File: config.mk
export PLATFORM = sky130hd
export DESIGN_NAME = fnvkh_ctrl
export DESIGN_NICKNAME = d
export VERILOG_FILES = /design/src/design/assert_macros.svh /design/src/design/fnvkh_pkg.sv /design/src/design/fnvkh_ctrl.sv
export SDC_FILE = /design/constraint.sdc
export NUM_CORES = 1
export LEC_CHECK = 0
export BUFFER_PORTS_ARGS = -buffer_cell sky130_fd_sc_hd__clkbuf_2
export CAP_MARGIN = 40
export CELL_PAD_IN_SITES_DETAIL_PLACEMENT = 1
export CELL_PAD_IN_SITES_GLOBAL_PLACEMENT = 2
export CORE_ASPECT_RATIO = 0.8
export CORE_UTILIZATION = 31
export CTS_CLUSTER_DIAMETER = 150
export DETAILED_ROUTE_END_ITERATION = 10
export PLACE_DENSITY = 0.91
export SLEW_MARGIN = 5
export SYNTH_ARGS = -nofsm -noshare
export SYNTH_HDL_FRONTEND = slang
export SYNTH_SLANG_ARGS = --single-unit
export TNS_END_PERCENT = 20
File: constraint.sdc
create_clock -name clk_i -period 4.1 [get_ports clk_i]
set_clock_uncertainty 0.05 [all_clocks]
set_input_delay 0.41 -clock clk_i [delete_from_list [all_inputs] [get_ports clk_i]]
set_output_delay 0.41 -clock clk_i [all_outputs]
set_load 0.005 [all_outputs]
File: src/design/assert_macros.svh
// ----------------------------------------------------------------------------
// Assertion macros
// Shared concurrent assertion forms, clocked on clk_i and quiet in reset.
// ----------------------------------------------------------------------------
`ifndef ASSERT_MACROS_SVH
`define ASSERT_MACROS_SVH

// A property that must hold at every clock edge outside reset.
`define ASSERT_IMPL(lbl, prop, msg) \
  lbl: assert property (@(posedge clk_i) disable iff (!rst_ni) prop) else $error(msg);

// A condition that must never be seen at a clock edge outside reset.
`define ASSERT_NEVER(lbl, cond, msg) \
  lbl: assert property (@(posedge clk_i) disable iff (!rst_ni) !(cond)) else $error(msg);

`endif

File: src/design/fnvkh_pkg.sv
// ----------------------------------------------------------------------------
// fnvkh_pkg
// Types, constants and the FNV byte step shared by the keyed hash log.
// ----------------------------------------------------------------------------
package fnvkh_pkg;

  localparam int unsigned RING_DEPTH_DEF = 64;

  localparam logic [63:0] FNV_BASIS       = 64'hcbf29ce484222325;
  // The prime is 2^40 + 0x1b3, so a multiply is a shift plus a narrow product.
  localparam int unsigned FNV_PRIME_SHIFT = 40;
  localparam logic [8:0]  FNV_PRIME_LOW   = 9'h1b3;
  localparam logic [63:0] GOLDEN          = 64'h9e3779b97f4a7c15;
  localparam logic [7:0]  IPAD            = 8'h36;
  localparam logic [7:0]  OPAD            = 8'h5c;

  localparam int unsigned NUM_SECRET  = 4;
  localparam int unsigned CFG_IDX_W   = 2;
  localparam int unsigned IN_TDATA_W  = 208;
  localparam int unsigned IN_TUSER_W  = 3;
  localparam int unsigned OUT_TDATA_W = 264;
  localparam int unsigned OUT_TUSER_W = 1;

  localparam logic       ACT_APPEND = 1'b0;
  localparam logic       ACT_LOCATE = 1'b1;
  localparam logic [1:0] KIND_NULL  = 2'd0;
  localparam logic [1:0] KIND_BOOL  = 2'd1;

  typedef enum logic [4:0] {
    ST_IDLE,
    ST_TAG,
    ST_BOOL,
    ST_VAL,
    ST_SAVE,
    ST_KEYI,
    ST_PLOAD,
    ST_PREV,
    ST_SLOAD,
    ST_STATE,
    ST_TICK,
    ST_VER,
    ST_NONCE,
    ST_SAVEI,
    ST_KEYO,
    ST_INNER,
    ST_DONE,
    ST_SEARCH
  } state_e;

  typedef enum logic [3:0] {
    SRC_TAG,
    SRC_BOOL,
    SRC_VAL,
    SRC_KEY_I,
    SRC_KEY_O,
    SRC_DIG,
    SRC_TICK,
    SRC_VER,
    SRC_NONCE,
    SRC_INNER
  } src_e;

  typedef enum logic [1:0] {
    HOP_HOLD,
    HOP_MIX,
    HOP_BASIS
  } hop_e;

  typedef struct packed {
    logic       in_load;
    hop_e       hop;
    src_e       src;
    logic [4:0] idx;
    logic       save_state;
    logic       dig_load_prev;
    logic       dig_load_state;
    logic       save_inner;
    logic       srch_run;
    logic       commit_app;
    logic       commit_loc;
  } cmd_t;

  typedef struct packed {
    logic key_zero;
    logic hit;
    logic miss;
    logic out_free;
  } sts_t;

  function automatic logic [63:0] fnv_mix(input logic [63:0] h, input logic [7:0] b);
    logic [63:0] x;
    x = h ^ {56'd0, b};
    return (x << FNV_PRIME_SHIFT) + (x * {55'd0, FNV_PRIME_LOW});
  endfunction

endpackage

File: src/design/fnvkh_ctrl.sv
// ----------------------------------------------------------------------------
// fnvkh_ctrl
// Sequencer that walks the byte phases of an append and runs a locate.
// ----------------------------------------------------------------------------
module fnvkh_ctrl (
  input  logic               clk_i,
  input  logic               rst_ni,
  input  logic               in_valid_i,
  input  logic               in_action_i,
  input  logic [1:0]         in_kind_i,
  output logic               in_ready_o,
  input  fnvkh_pkg::sts_t    sts_i,
  output fnvkh_pkg::cmd_t    cmd_o
);
  import fnvkh_pkg::*;

  state_e     state_q, state_d;
  logic [4:0] cnt_q, cnt_d;
  logic [1:0] kind_q, kind_d;
  logic       last2, last8, last32;

  assign last2  = cnt_q[0];
  assign last8  = (cnt_q[2:0] == 3'd7);
  assign last32 = (cnt_q == 5'd31);

  always_ff @(posedge clk_i or negedge rst_ni) begin
    if (!rst_ni) begin
      state_q <= ST_IDLE;
      cnt_q   <= '0;
      kind_q  <= KIND_NULL;
    end else begin
      state_q <= state_d;
      cnt_q   <= cnt_d;
      kind_q  <= kind_d;
    end
  end

  always_comb begin
    state_d    = state_q;
    cnt_d      = cnt_q;
    kind_d     = kind_q;
    in_ready_o = 1'b0;
    cmd_o      = '0;
    cmd_o.idx  = cnt_q;
    case (state_q)
      ST_IDLE: begin
        in_ready_o = 1'b1;
        if (in_valid_i) begin
          cmd_o.in_load = 1'b1;
          cmd_o.hop     = HOP_BASIS;
          cnt_d         = '0;
          kind_d        = in_kind_i;
          state_d       = (in_action_i == ACT_LOCATE) ? ST_SEARCH : ST_TAG;
        end
      end
      ST_TAG: begin
        cmd_o.hop = HOP_MIX;
        cmd_o.src = SRC_TAG;
        cnt_d     = last2 ? 5'd0 : cnt_q + 5'd1;
        if (last2) begin
          priority if (kind_q == KIND_NULL) begin
            state_d = ST_SAVE;
          end else if (kind_q == KIND_BOOL) begin
            state_d = ST_BOOL;
          end else begin
            state_d = ST_VAL;
          end
        end
      end
      ST_BOOL: begin
        cmd_o.hop = HOP_MIX;
        cmd_o.src = SRC_BOOL;
        state_d   = ST_SAVE;
      end
      ST_VAL: begin
        cmd_o.hop = HOP_MIX;
        cmd_o.src = SRC_VAL;
        cnt_d     = last8 ? 5'd0 : cnt_q + 5'd1;
        if (last8) state_d = ST_SAVE;
      end
      ST_SAVE: begin
        // The value hash is kept and the working hash restarts for the signature.
        cmd_o.save_state = 1'b1;
        cmd_o.hop        = HOP_BASIS;
        state_d          = sts_i.key_zero ? ST_DONE : ST_KEYI;
      end
      ST_KEYI: begin
        cmd_o.hop = HOP_MIX;
        cmd_o.src = SRC_KEY_I;
        cnt_d     = last32 ? 5'd0 : cnt_q + 5'd1;
        if (last32) state_d = ST_PLOAD;
      end
      ST_PLOAD: begin
        cmd_o.dig_load_prev = 1'b1;
        state_d             = ST_PREV;
      end
      ST_PREV: begin
        cmd_o.hop = HOP_MIX;
        cmd_o.src = SRC_DIG;
        cnt_d     = last32 ? 5'd0 : cnt_q + 5'd1;
        if (last32) state_d = ST_SLOAD;
      end
      ST_SLOAD: begin
        cmd_o.dig_load_state = 1'b1;
        state_d              = ST_STATE;
      end
      ST_STATE: begin
        cmd_o.hop = HOP_MIX;
        cmd_o.src = SRC_DIG;
        cnt_d     = last32 ? 5'd0 : cnt_q + 5'd1;
        if (last32) state_d = ST_TICK;
      end
      ST_TICK: begin
        cmd_o.hop = HOP_MIX;
        cmd_o.src = SRC_TICK;
        cnt_d     = last8 ? 5'd0 : cnt_q + 5'd1;
        if (last8) state_d = ST_VER;
      end
      ST_VER: begin
        cmd_o.hop = HOP_MIX;
        cmd_o.src = SRC_VER;
        cnt_d     = last8 ? 5'd0 : cnt_q + 5'd1;
        if (last8) state_d = ST_NONCE;
      end
      ST_NONCE: begin
        cmd_o.hop = HOP_MIX;
        cmd_o.src = SRC_NONCE;
        cnt_d     = last8 ? 5'd0 : cnt_q + 5'd1;
        if (last8) state_d = ST_SAVEI;
      end
      ST_SAVEI: begin
        cmd_o.save_inner = 1'b1;
        cmd_o.hop        = HOP_BASIS;
        state_d          = ST_KEYO;
      end
      ST_KEYO: begin
        cmd_o.hop = HOP_MIX;
        cmd_o.src = SRC_KEY_O;
        cnt_d     = last32 ? 5'd0 : cnt_q + 5'd1;
        if (last32) state_d = ST_INNER;
      end
      ST_INNER: begin
        cmd_o.hop = HOP_MIX;
        cmd_o.src = SRC_INNER;
        cnt_d     = last8 ? 5'd0 : cnt_q + 5'd1;
        if (last8) state_d = ST_DONE;
      end
      ST_DONE: begin
        if (sts_i.out_free) begin
          cmd_o.commit_app = 1'b1;
          state_d          = ST_IDLE;
        end
      end
      ST_SEARCH: begin
        if (sts_i.hit || sts_i.miss) begin
          if (sts_i.out_free) begin
            cmd_o.commit_loc = 1'b1;
            state_d          = ST_IDLE;
          end
        end else begin
          cmd_o.srch_run = 1'b1;
        end
      end
      default: begin
        state_d = ST_IDLE;
      end
    endcase
  end

endmodule

Word-level counts from Yosys, hierarchy flattened
Cells that the tools add are included.
Widths: inputs -> output; s select.
{ "totals": {"latchBits": 0, "elab_cells": 86, "inputBits": 10, "ram_bits": 0, "romBits": 0, "register_bits": 12, "output_inout_bits": 20, "memories": 0} }
{ "op_classes": {"muxes": 38, "mul": 0, "reduce_logical": 12, "shifts": 0, "bitwise": 0, "magnitude_cmp": 0, "n_eq_ne": 32, "add_sub_neg": 1, "n_div": 0} }
{ "op_table": {"columns": ["operator", "count"], "rows": [
  ["$mux 5", 20],
  ["$pmux 5 s18", 1],
  ["$eq 5x4->1 const B", 8],
  ["$pmux 4 s9", 1],
  ["$ne 2x2->1 const B", 12],
  ["$eq 5x3->1 const B", 4],
  ["$pmux 5 s4", 1],
  ["$eq 5x5->1 const B", 3],
  ["$mux 1", 13],
  ["$reduce_and 12->1", 1],
  ["$reduce_or 11->1", 1],
  ["$eq 5x2->1 const B", 2],
  ["$pmux 2 s3", 1],
  ["$add 5x1->5 const B", 1],
  ["$eq 5x1->1 const B", 1],
  ["$logic_not 5->1", 1],
  ["$reduce_or 5->1", 1],
  ["$reduce_and 2->1", 2],
  ["$reduce_bool 4->1", 1],
  ["$reduce_or 2->1", 2],
  ["$reduce_or 4->1", 1],
  ["$eq 3x3->1 const B", 1],
  ["$mux 3", 1],
  ["$eq 2x1->1 const B", 1],
  ["other kinds (2)", 2]
]} }

Logic depth before layout (Yosys ltp)
Gate-level depths: netlist of run 1.
{ "logic_depth": {"ltp_word": 5, "mapped_depth": 7, "ltp_nobuf": 7} }

Worst setup path after synthesis of run 1
No wires, ideal clock.
{ "synth_timing": {"path_type": "register -> register", "startpoint": "register cnt_q[0]", "endpoint": "register state_q[0]", "period_less_slack_ns": 2.004, "path_slack_ns": 2.096, "n_path_buf": 0, "required_ns": 3.925, "t_arrival_ns": 1.830, "stages_incl_launch_ff": 8, "setup_time_ns": 0.125, "path_cell_list": "dfrtp_1 > ha_1 > and3_1 > ha_1 > a311o_1 > o31ai_2 > nor2_2 > mux2_2"} }
{ "synth_between": {"elab_chain_len": 3, "elab_cells_between_ends": 13, "classes_between": "12 x eq/ne; 1 x reduce/logical"} }
{ "synth_lines": {"columns": ["element", "line_no", "source"], "rows": [
  ["start: declaration", "fnvkh_ctrl.sv:18", "logic [4:0] cnt_q, cnt_d;"],
  ["start signal: assignment", "fnvkh_ctrl.sv:33", "cnt_q <= cnt_d;"],
  ["$eq 5x5->1 / $eq 3x3->1 (equally long branches)", "fnvkh_ctrl.sv:24, fnvkh_ctrl.sv:23", null],
  ["$ne 2x2->1 (no source line)", null, null],
  ["$reduce_and 12->1 (no source line) (*)", null, null],
  ["end signal: assignment", "fnvkh_ctrl.sv:32", "state_q <= state_d;"],
  ["end: declaration", "fnvkh_ctrl.sv:17", "state_e state_q, state_d;"]
]} }
Mark *: on every way between the ends. The rest lies on a longest branch, timed or not.
A chain may end at the register's enable or synchronous reset.

Worst setup path after layout of run 1
{ "layout_timing": {"startpoint": "register state_q[2]", "endpoint": "register state_q[0]"} }
{ "layout_between": {"elab_chain_len": 3, "elab_cells_between_ends": 32, "classes_between": "29 x eq/ne; 1 x mux; 2 x reduce/logical"} }
{ "layout_lines": {"columns": ["element", "line_no", "source"], "rows": [
  ["$eq 5x5->1 (tied with other cells)", "fnvkh_ctrl.sv:45", "case (state_q)"],
  ["$ne 2x2->1 (no source line)", null, null],
  ["$reduce_and 12->1 (no source line)", null, null]
]} }
Parallel ways exist; a longest one is shown, timed or not.

==> metrics.txt, run 1 <==
run status=complete, no violations; number of diodes=0; port buffer count=29; top_reg_cell synth=dfrtp_1; CTS tree=yes; effective utilization at floorplan=32.5%; CP max stage cell=dfrtp_1; Final ANT Viol Nets=0; vias per inst=6.00; CTS Root Cell=clkbuf_8; Worst path top cell family by delay=flip-flops; Critical Path Max Stage Delay=810 ps; pwr/cell area=178 nW/um2; cell leakage power=0.000587 uW; sequential area share after synthesis=27.0%; gpl congestion=0.852; layout cells sized above 1=26.3%; period utilisation layout=approximately 59%; setup TNS=0 ps; Final #Nets=176; CTS Hold Buffers Added=0; Worst Path Buf+Inv=0; Max VDD drop=roughly 0.16 mV; Mean Syn Cell Area=8.01 um2; Clk Latency, worst-skew pair=approximately 240 ps; cells after synthesis=~140; H-tree depth=1; drt wl/cell=17.1 um; Max clock buf depth=2; Levels on crit path=5; WL final=3450 um; Final Hold Vio Count=0; Fmax achieved=about 0.41 GHz; IO Pins=30; Place WS=1730 ps; mapped cell area=1110 um2; Hold WC Path Type=primary input to asynchronous set/reset pin; syn nets=153; Slew @ Worst Pin=798 ps; DRT iter0 DRCs=84; postcts setup bufs=0; R2R depth=5; Distinct cells, synth=48; first-pass GRT wire length=5780 um; Slew headroom=46.8%; area grow syn2layout=17.1%; setup ws final=1680 ps; CTS sink cnt=12; Die ar.=around 3800 um2; # rows=19; final core utilization=a little under two fifths; TritonCTS Buffers=3; drt drc=0; RSZ-0062 raised after global routing=no; chip width=69.0 um; Max Cap Viol=0; total track usage=18.7%; total gr overflow=0; EDFF count, synth=0; Setup crit start kind=flop; TritonRoute pass-1 iters=4; die height=between 50 and 60 um; Worst setup EP type=flop; critical path type=flop to flop; Setup violations, final=0; Yosys reg bits=12; Gates resized, CTS repair=0; Crit Path Max Fanout=26; pin count of the biggest net entering global routing=28; Worst EP required=4170 ps; Vias=around 1200; Slew Limit Fails=0; synth warn=0; Reg clk slew, reported paths=50 ps; critical path arrival=2490 ps; core area=3420 um2; Power Total=232 uW; sequence of cells on the critical path=nor4bb_2 -> a211oi_2 -> o31ai_2 -> nor2_2 -> mux2_2; post-DP HPWL=2620 um; asr flop ratio synth=100%; initial antenna violation count=0; vias in the first global route=1154; post-layout minimum cycle time=2420 ps
## synth_stat cells (3+ instances only)
library cell  number  share of area [%]
buf_2              3                1.3
clkbuf_1           7                2.4
a21oi_1            7                3.1
mux2_2             4                4.0
nor2_1            10                3.4
nor2b_1            3                1.7
nand2_1           11                3.7
a211oi_1           3                2.0
inv_1              6                2.0
dfrtp_1           12                 27
o21ai_0           10                4.5
ha_1               4                4.5
nand3_1            4                1.8
nor3_1             7                3.1
nand2b_1           4                2.2
## metrics by stage
step	hold slack [ps]	cells	instance area, um2
after floorplan	64.4	139	1110
after CTS	8.05	202	1300
after global routing	27.5	202	1300
final	1.19	202	1300
after detailed placement	266	199	1260
after global placement	258	199	1260
## worst reg2reg max path, delay by kind of cell, from the launching register on
| kind | cells | cell delay, ps |
|---|---|---|
| flops | 1 | 810 |
| compound gates | 2 | 570 |
| mux | 1 | 300 |
| simple gates | 2 | 570 |
## registers in the layout, summed over array words and instances, names as in the netlist
name     cells
state_q      5
kind_q       2
cnt_q        5
## cell usage in the layout, fill, tap and decap left out, types with 3 or more instances in the layout
cell	count
clkbuf_2	29
dfrtp_1	12
nand2_1	11
nor2_1	10
o21ai_0	10
nor3_1	7
a21oi_1	7
inv_1	6
nand2b_1	4
nand3_1	4
mux2_2	4
ha_1	4
nor2b_1	3
a211oi_1	3
clkbuf_8	3
## per-layer routing
metal | vias to the layer above | wire (um) | GRT usage (%) | part of all wire [%]
met2 | 23 | 1730 | 30.7 | 50
met4 | 0 | 19 | 4.08 | 0.55
li1 | 567 | - | - | -
met5 | - | 0 | 0 | 0
met3 | 2 | 98 | 3.08 | 2.8
met1 | 621 | 1610 | 26.0 | 47
## cells by family (layout without fill, tap and decap cells)
family / count (synthesis) / after routing / share of synthesized area (%)
compound gates: 44 / 44 / 29.0
buf+inv: 17 / 38 / 6.40
simple gates: 58 / 58 / 29.1
flops: 12 / 12 / 27.0
mux: 4 / 4 / 4.04
fa+ha+maj: 4 / 4 / 4.49
## cell type report
cell class	instances	area (um2)
clock buffers	3	41.3
fillers	443	2120
inverters	6	22.5
multi-input cells	110	742
flip-flops and latches	12	300
well taps	42	52.6
repair buffers	29	145
## final timing paths
kind	endpoint	startpoint	slack, ps
max	state_q[0]	state_q[2]	1680
min	cnt_q[0]	rst_ni	1
max reg2reg	state_q[0]	state_q[2]	1680
min reg2reg	kind_q[0]	kind_q[0]	460
max in group asynchronous	state_q[0]	rst_ni	3760
min in group clk_i	kind_q[0]	in_kind_i[0]	360
## where the power goes
| group | internal [uW] | switching, uW | total [uW] |
|---|---|---|---|
| clock network | 64.6 | 41.0 | 106 |
| registers | 119 | 0 | 119 |
| logic | 3.41 | 4.86 | 8.27 |
| total | 187 | 45.8 | 232 |
(Power assumes the default switching activity.)
==> run 2, diff against run 1 <==
CORE_UTILIZATION = 29   (was 31)
PLACE_DENSITY = 0.87   (was 0.91)
clock period = 2.5 ns   (was 4.1 ns; I/O delays follow)
==> metrics.txt, run 2 (synthesis results as in run 1) <==
Vias=1254 (was 1213); CTS Hold Buffers Added=1 (was 0); cell internal pwr=340 uW (was 187 uW); pwr/cell area=312 nW/um2 (was 178 nW/um2); area grow syn2layout=23.3% (was 17.1%); Final Hold Vio Count=0 (unchanged); critical path type=flop to flop (unchanged); Slew @ Worst Pin=702 ps (was 798 ps); H-tree depth=1 (unchanged); Reg clk slew, reported paths=50 ps (about the same); vias per inst=5.97 (was 6.00); fill cell count=448 (was 443); Worst EP required=2570 ps (was 4170 ps); Comb pwr share=3.6% (about the same); Max Cap Viol=0 (unchanged); chip width=71.3 um (was 69.0 um); most frequent cells in the layout=29 x clkbuf_2, 12 x dfrtp_1, 11 x nand2_1 (unchanged); Slew Limit Fails=0 (unchanged); Largest regs=cnt_q (5), state_q (5), kind_q (2) (unchanged); DRT iter0 DRCs=107 (was 84); first-pass GRT wire length=6170 um (was 5780 um); cell leakage power=0.000628 uW (was 0.000587 uW); Power Total=429 uW (was 232 uW); switching share of power=20.6% (was 19.7%); clock share of power=51.0% (was 45.4%); Gates resized, CTS repair=0 (unchanged); WL final=3720 um (was 3450 um); Final #Nets=183 (was 176); core area=3540 um2 (was 3420 um2); Clk Latency, worst-skew pair=250 ps (was 240 ps); Final ANT Viol Nets=0 (unchanged); drt wl/cell=17.7 um (was 17.1 um); initial antenna violation count=0 (unchanged); placed cell areas=1310 um2 (was 1260 um2); commonest non-fill, non-tap cell in the layout=clkbuf_2 (unchanged); total track usage=19.6% (was 18.7%); Hold WC Path Type=primary input to flop (was primary input to asynchronous set/reset pin); Slew headroom=53.2% (was 46.8%); Max clock buf depth=2 (unchanged); number of diodes=0 (unchanged); Crit Path Max Fanout=23 (was 26); layout cells sized above 1=29.2% (was 26.3%); IO Pins=30 (unchanged); Setup violations, final=0 (unchanged); pin count of the biggest net entering global routing=24 (was 28); failing checks=DRC; run status=complete, but fails checks (was complete, no violations); postcts setup bufs=0 (unchanged); period utilisation layout=90.2% (was 58.9%); CTS sink cnt=12 (unchanged); CTS Root Cell=clkbuf_8 (unchanged); final instance area=1370 um2 (was 1300 um2); TritonCTS Buffers=3 (unchanged); worst hold slack=191 ps (was 1.19 ps); vias in the first global route=1278 (was 1154); setup TNS=0 ps (unchanged); Setup crit start kind=flop (unchanged); Fmax achieved=0.443 GHz (was 0.414 GHz); post-DP HPWL=2790 um (was 2620 um); port buffer count=29 (unchanged); Psw=88.2 uW (was 45.8 uW); # rows=19 (unchanged); post-layout minimum cycle time=2260 ps (was 2420 ps); drt drc=1 (was 0); gpl congestion=0.878 (was 0.852); setup ws final=245 ps (was 1680 ps); die height=57.4 um (was 55.6 um); RSZ-0062 raised after global routing=no (unchanged); TritonRoute pass-1 iters=7 (was 4); Die ar.=4090 um2 (was 3840 um2); CTS tree=yes (unchanged); effective utilization at floorplan=31.4% (was 32.5%); Place WS=294 ps (was 1730 ps); Seq pwr share=45.4% (was 51.0%); Max VDD drop=0.251 mV (was 0.159 mV); total gr overflow=0 (unchanged); critical path arrival=2330 ps (was 2490 ps); Worst setup EP type=flop (unchanged)
run 2: cell count changes in the layout (fill, tap and decap cells not counted):
cell           change
buf_4              +6
clkbuf_8           +1
dlygate4sd3_1      +1
run 2: per-stage QoR:
stage / utilization, % / cells
3_3_place_gp: 36.9 / 205
6_report: 38.7 / 210
5_1_grt: 38.7 / 210
4_1_cts: 38.7 / 210
2_1_floorplan: - / 139
3_5_place_dp: 36.9 / 205
run 2: path summary, 6_finish.rpt:
| kind | startpoint | to | slack (ps) | cells past startpoint |
|---|---|---|---|---|
| max reg2reg | state_q[0] | state_q[0] | 240 | 5 |
| min reg2reg | kind_q[0] | kind_q[0] | 470 | 1 |
| min in group asynchronous | rst_ni | cnt_q[1] | 380 | 2 |
| max in group asynchronous | rst_ni | cnt_q[2] | 1760 | 2 |
| min | in_kind_i[0] | kind_q[0] | 190 | 2 |
| max | state_q[0] | state_q[0] | 240 | 5 |
run 2: final cells by class:
| class | count | area [um2] | share of cell area [%] |
|---|---|---|---|
| Sequential cell | 12 | 300 | 21.9 |
| Inverter | 6 | 22.5 | 1.64 |
| Multi-Input combinational cell | 110 | 742 | 54.1 |
| Timing Repair Buffer | 36 | 200 | 14.6 |
| Clock buffer | 4 | 55.1 | 4.01 |
| Tap cell | 42 | 52.6 | 3.83 |
run 2: routing by layer:
| metal | track usage (%) | wire length, um | vias to the layer above |
|---|---|---|---|
| met5 | 0 | 0 | - |
| met1 | 24.4 | 1620 | 625 |
| li1 | - | - | 582 |
| met4 | 7.71 | 76 | 0 |
| met2 | 33.3 | 1820 | 39 |
| met3 | 4.06 | 206 | 8 |
run 2: power groups by stage:
stage / clock [uW] / combinational, uW / sequential [uW]
2_1_floorplan: 0 / 1.22 / 198
3_3_place_gp: 0 / 13.9 / 198
3_5_place_dp: 0 / 14.5 / 198
4_1_cts: 224 / 15.8 / 194
5_1_grt: 228 / 17.7 / 194
6_report: 219 / 15.4 / 194
run 2: critical path, stage by stage, from the launching register on:
cell	delay (ps)
dfrtp_1	790
nand4b_1	220
a311o_1	290
o31ai_2	160
nor2_2	260
mux2_2	370
==> run 3, diff against run 2 <==
PLACE_DENSITY = 0.85   (was 0.87)
==> metrics.txt, run 3 (synthesis results as in run 1) <==
Max clock buf depth=2 (unchanged); Slew @ Worst Pin=709 ps (was 702 ps); critical path arrival=2310 ps (was 2330 ps); vias per inst=5.86 (was 5.97); clock share of power=50.2% (was 51.0%); Slew headroom=52.7% (was 53.2%); die height=57.4 um (unchanged); TritonRoute pass-1 iters=7 (unchanged); Vias=1231 (was 1254); Hold WC Path Type=primary input to flop (unchanged); Reg clk slew, reported paths=50 ps (about the same); IO Pins=30 (unchanged); CTS Hold Buffers Added=1 (unchanged); number of diodes=0 (unchanged); drt drc=1 (unchanged); Final #Nets=183 (unchanged); run status=complete, but fails checks (unchanged); Slew Limit Fails=0 (unchanged); setup ws final=259 ps (was 245 ps); DRT iter0 DRCs=65 (was 107); CTS tree=yes (unchanged); most frequent cells in the layout=29 x clkbuf_2, 12 x dfrtp_1, 11 x nand2_1 (unchanged); Gates resized, CTS repair=0 (unchanged); Final Hold Vio Count=0 (unchanged); Worst EP required=2570 ps (about the same); setup TNS=0 ps (unchanged); commonest non-fill, non-tap cell in the layout=clkbuf_2 (unchanged); Setup crit start kind=flop (unchanged); postcts setup bufs=0 (unchanged); CTS Root Cell=clkbuf_8 (unchanged); failing checks=DRC (unchanged); WL final=3550 um (was 3720 um); CTS sink cnt=12 (unchanged); cell leakage power=0.000628 uW (unchanged); Max Cap Viol=0 (unchanged); core area=3540 um2 (unchanged); vias in the first global route=1207 (was 1278); critical path type=flop to flop (unchanged); fill cell count=442 (was 448); Final ANT Viol Nets=0 (unchanged); Seq pwr share=46.1% (was 45.4%); effective utilization at floorplan=31.4% (unchanged); initial antenna violation count=0 (unchanged); layout cells sized above 1=29.2% (unchanged); Worst setup EP type=flop (unchanged); drt wl/cell=16.9 um (was 17.7 um); Max VDD drop=0.286 mV (was 0.251 mV); port buffer count=29 (unchanged); total gr overflow=0 (unchanged); Clk Latency, worst-skew pair=240 ps (was 250 ps); period utilisation layout=89.6% (was 90.2%); Die ar.=4090 um2 (unchanged); chip width=71.3 um (unchanged); Largest regs=cnt_q (5), state_q (5), kind_q (2) (unchanged); switching share of power=19.3% (was 20.6%); Setup violations, final=0 (unchanged); pwr/cell area=307 nW/um2 (was 312 nW/um2); # rows=19 (unchanged); reg-to-reg setup timing slack=260 ps (was 240 ps); post-layout minimum cycle time=2240 ps (was 2260 ps); RSZ-0062 raised after global routing=no (unchanged); Fmax achieved=0.446 GHz (was 0.443 GHz); cell internal pwr=340 uW (about the same); H-tree depth=1 (unchanged); TritonCTS Buffers=3 (unchanged); gpl congestion=0.782 (was 0.878); pin count of the biggest net entering global routing=25 (was 24); post-DP HPWL=2740 um (was 2790 um); area grow syn2layout=23.3% (unchanged); first-pass GRT wire length=5890 um (was 6170 um); total track usage=18.6% (was 19.6%); Psw=81.4 uW (was 88.2 uW); Comb pwr share=3.7% (was 3.6%); Crit Path Max Fanout=20 (was 23); Place WS=295 ps (was 294 ps)
[run 3: cell counts in the layout (fill, tap and decap cells not counted)]
No cell type changed its count.
[run 3: stage by stage]
| step | utilization (%) | hold WS (ps) | total power, uW | instances | cell area (um2) |
|---|---|---|---|---|---|
| floorplan | - | -95.6 | 199 | 139 | 1110 |
| global placement | 36.9 | 100 | 212 | 205 | 1310 |
| detailed placement | 36.9 | 109 | 213 | 205 | 1310 |
| CTS | 38.7 | 190 | 429 | 210 | 1370 |
| global route | 38.7 | 199 | 438 | 210 | 1370 |
| finish | 38.7 | 195 | 422 | 210 | 1370 |
[run 3: worst max-delay path, cell delays in order, from the launching register on]
cell	delay, ps
dfrtp_1	690
nor4bb_2	410
a211oi_2	100
o31ai_2	430
nor2_2	140
mux2_2	300
[run 3: per-layer routing]
layer | track usage, % | vias to the layer above | routed length, um
met5 | 0 | - | 0
met3 | 3.36 | 5 | 105
met1 | 25.4 | 618 | 1690
met4 | 4.86 | 0 | 29
met2 | 30.5 | 24 | 1730
li1 | - | 584 | -
[run 3: path summary, 6_finish.rpt]
| path | startpoint | to | cells past startpoint |
|---|---|---|---|
| max in group asynchronous | rst_ni | state_q[4] | 2 |
| min in group asynchronous | rst_ni | state_q[1] | 2 |
| max | state_q[2] | state_q[0] | 5 |
| max reg2reg | state_q[2] | state_q[0] | 5 |
| min reg2reg | kind_q[0] | kind_q[0] | 1 |
| min | in_kind_i[1] | kind_q[1] | 2 |
[run 3: power groups by stage]
| stage | registers [uW] | clock network [uW] | logic [uW] |
|---|---|---|---|
| after detailed placement | 198 | 0 | 14.8 |
| after floorplan | 198 | 0 | 1.22 |
| after global routing | 194 | 226 | 17.1 |
| final | 194 | 211 | 15.7 |
| after CTS | 194 | 219 | 16.0 |
| after global placement | 198 | 0 | 13.9 |
[run 3: cell type report]
type                            count  area [um2]  area share [%]
Timing Repair Buffer               36         200            14.6
Sequential cell                    12         300            21.9
Tap cell                           42        52.6            3.83
Clock buffer                        4        55.1            4.01
Multi-Input combinational cell    110         742            54.1
Inverter                            6        22.5            1.64
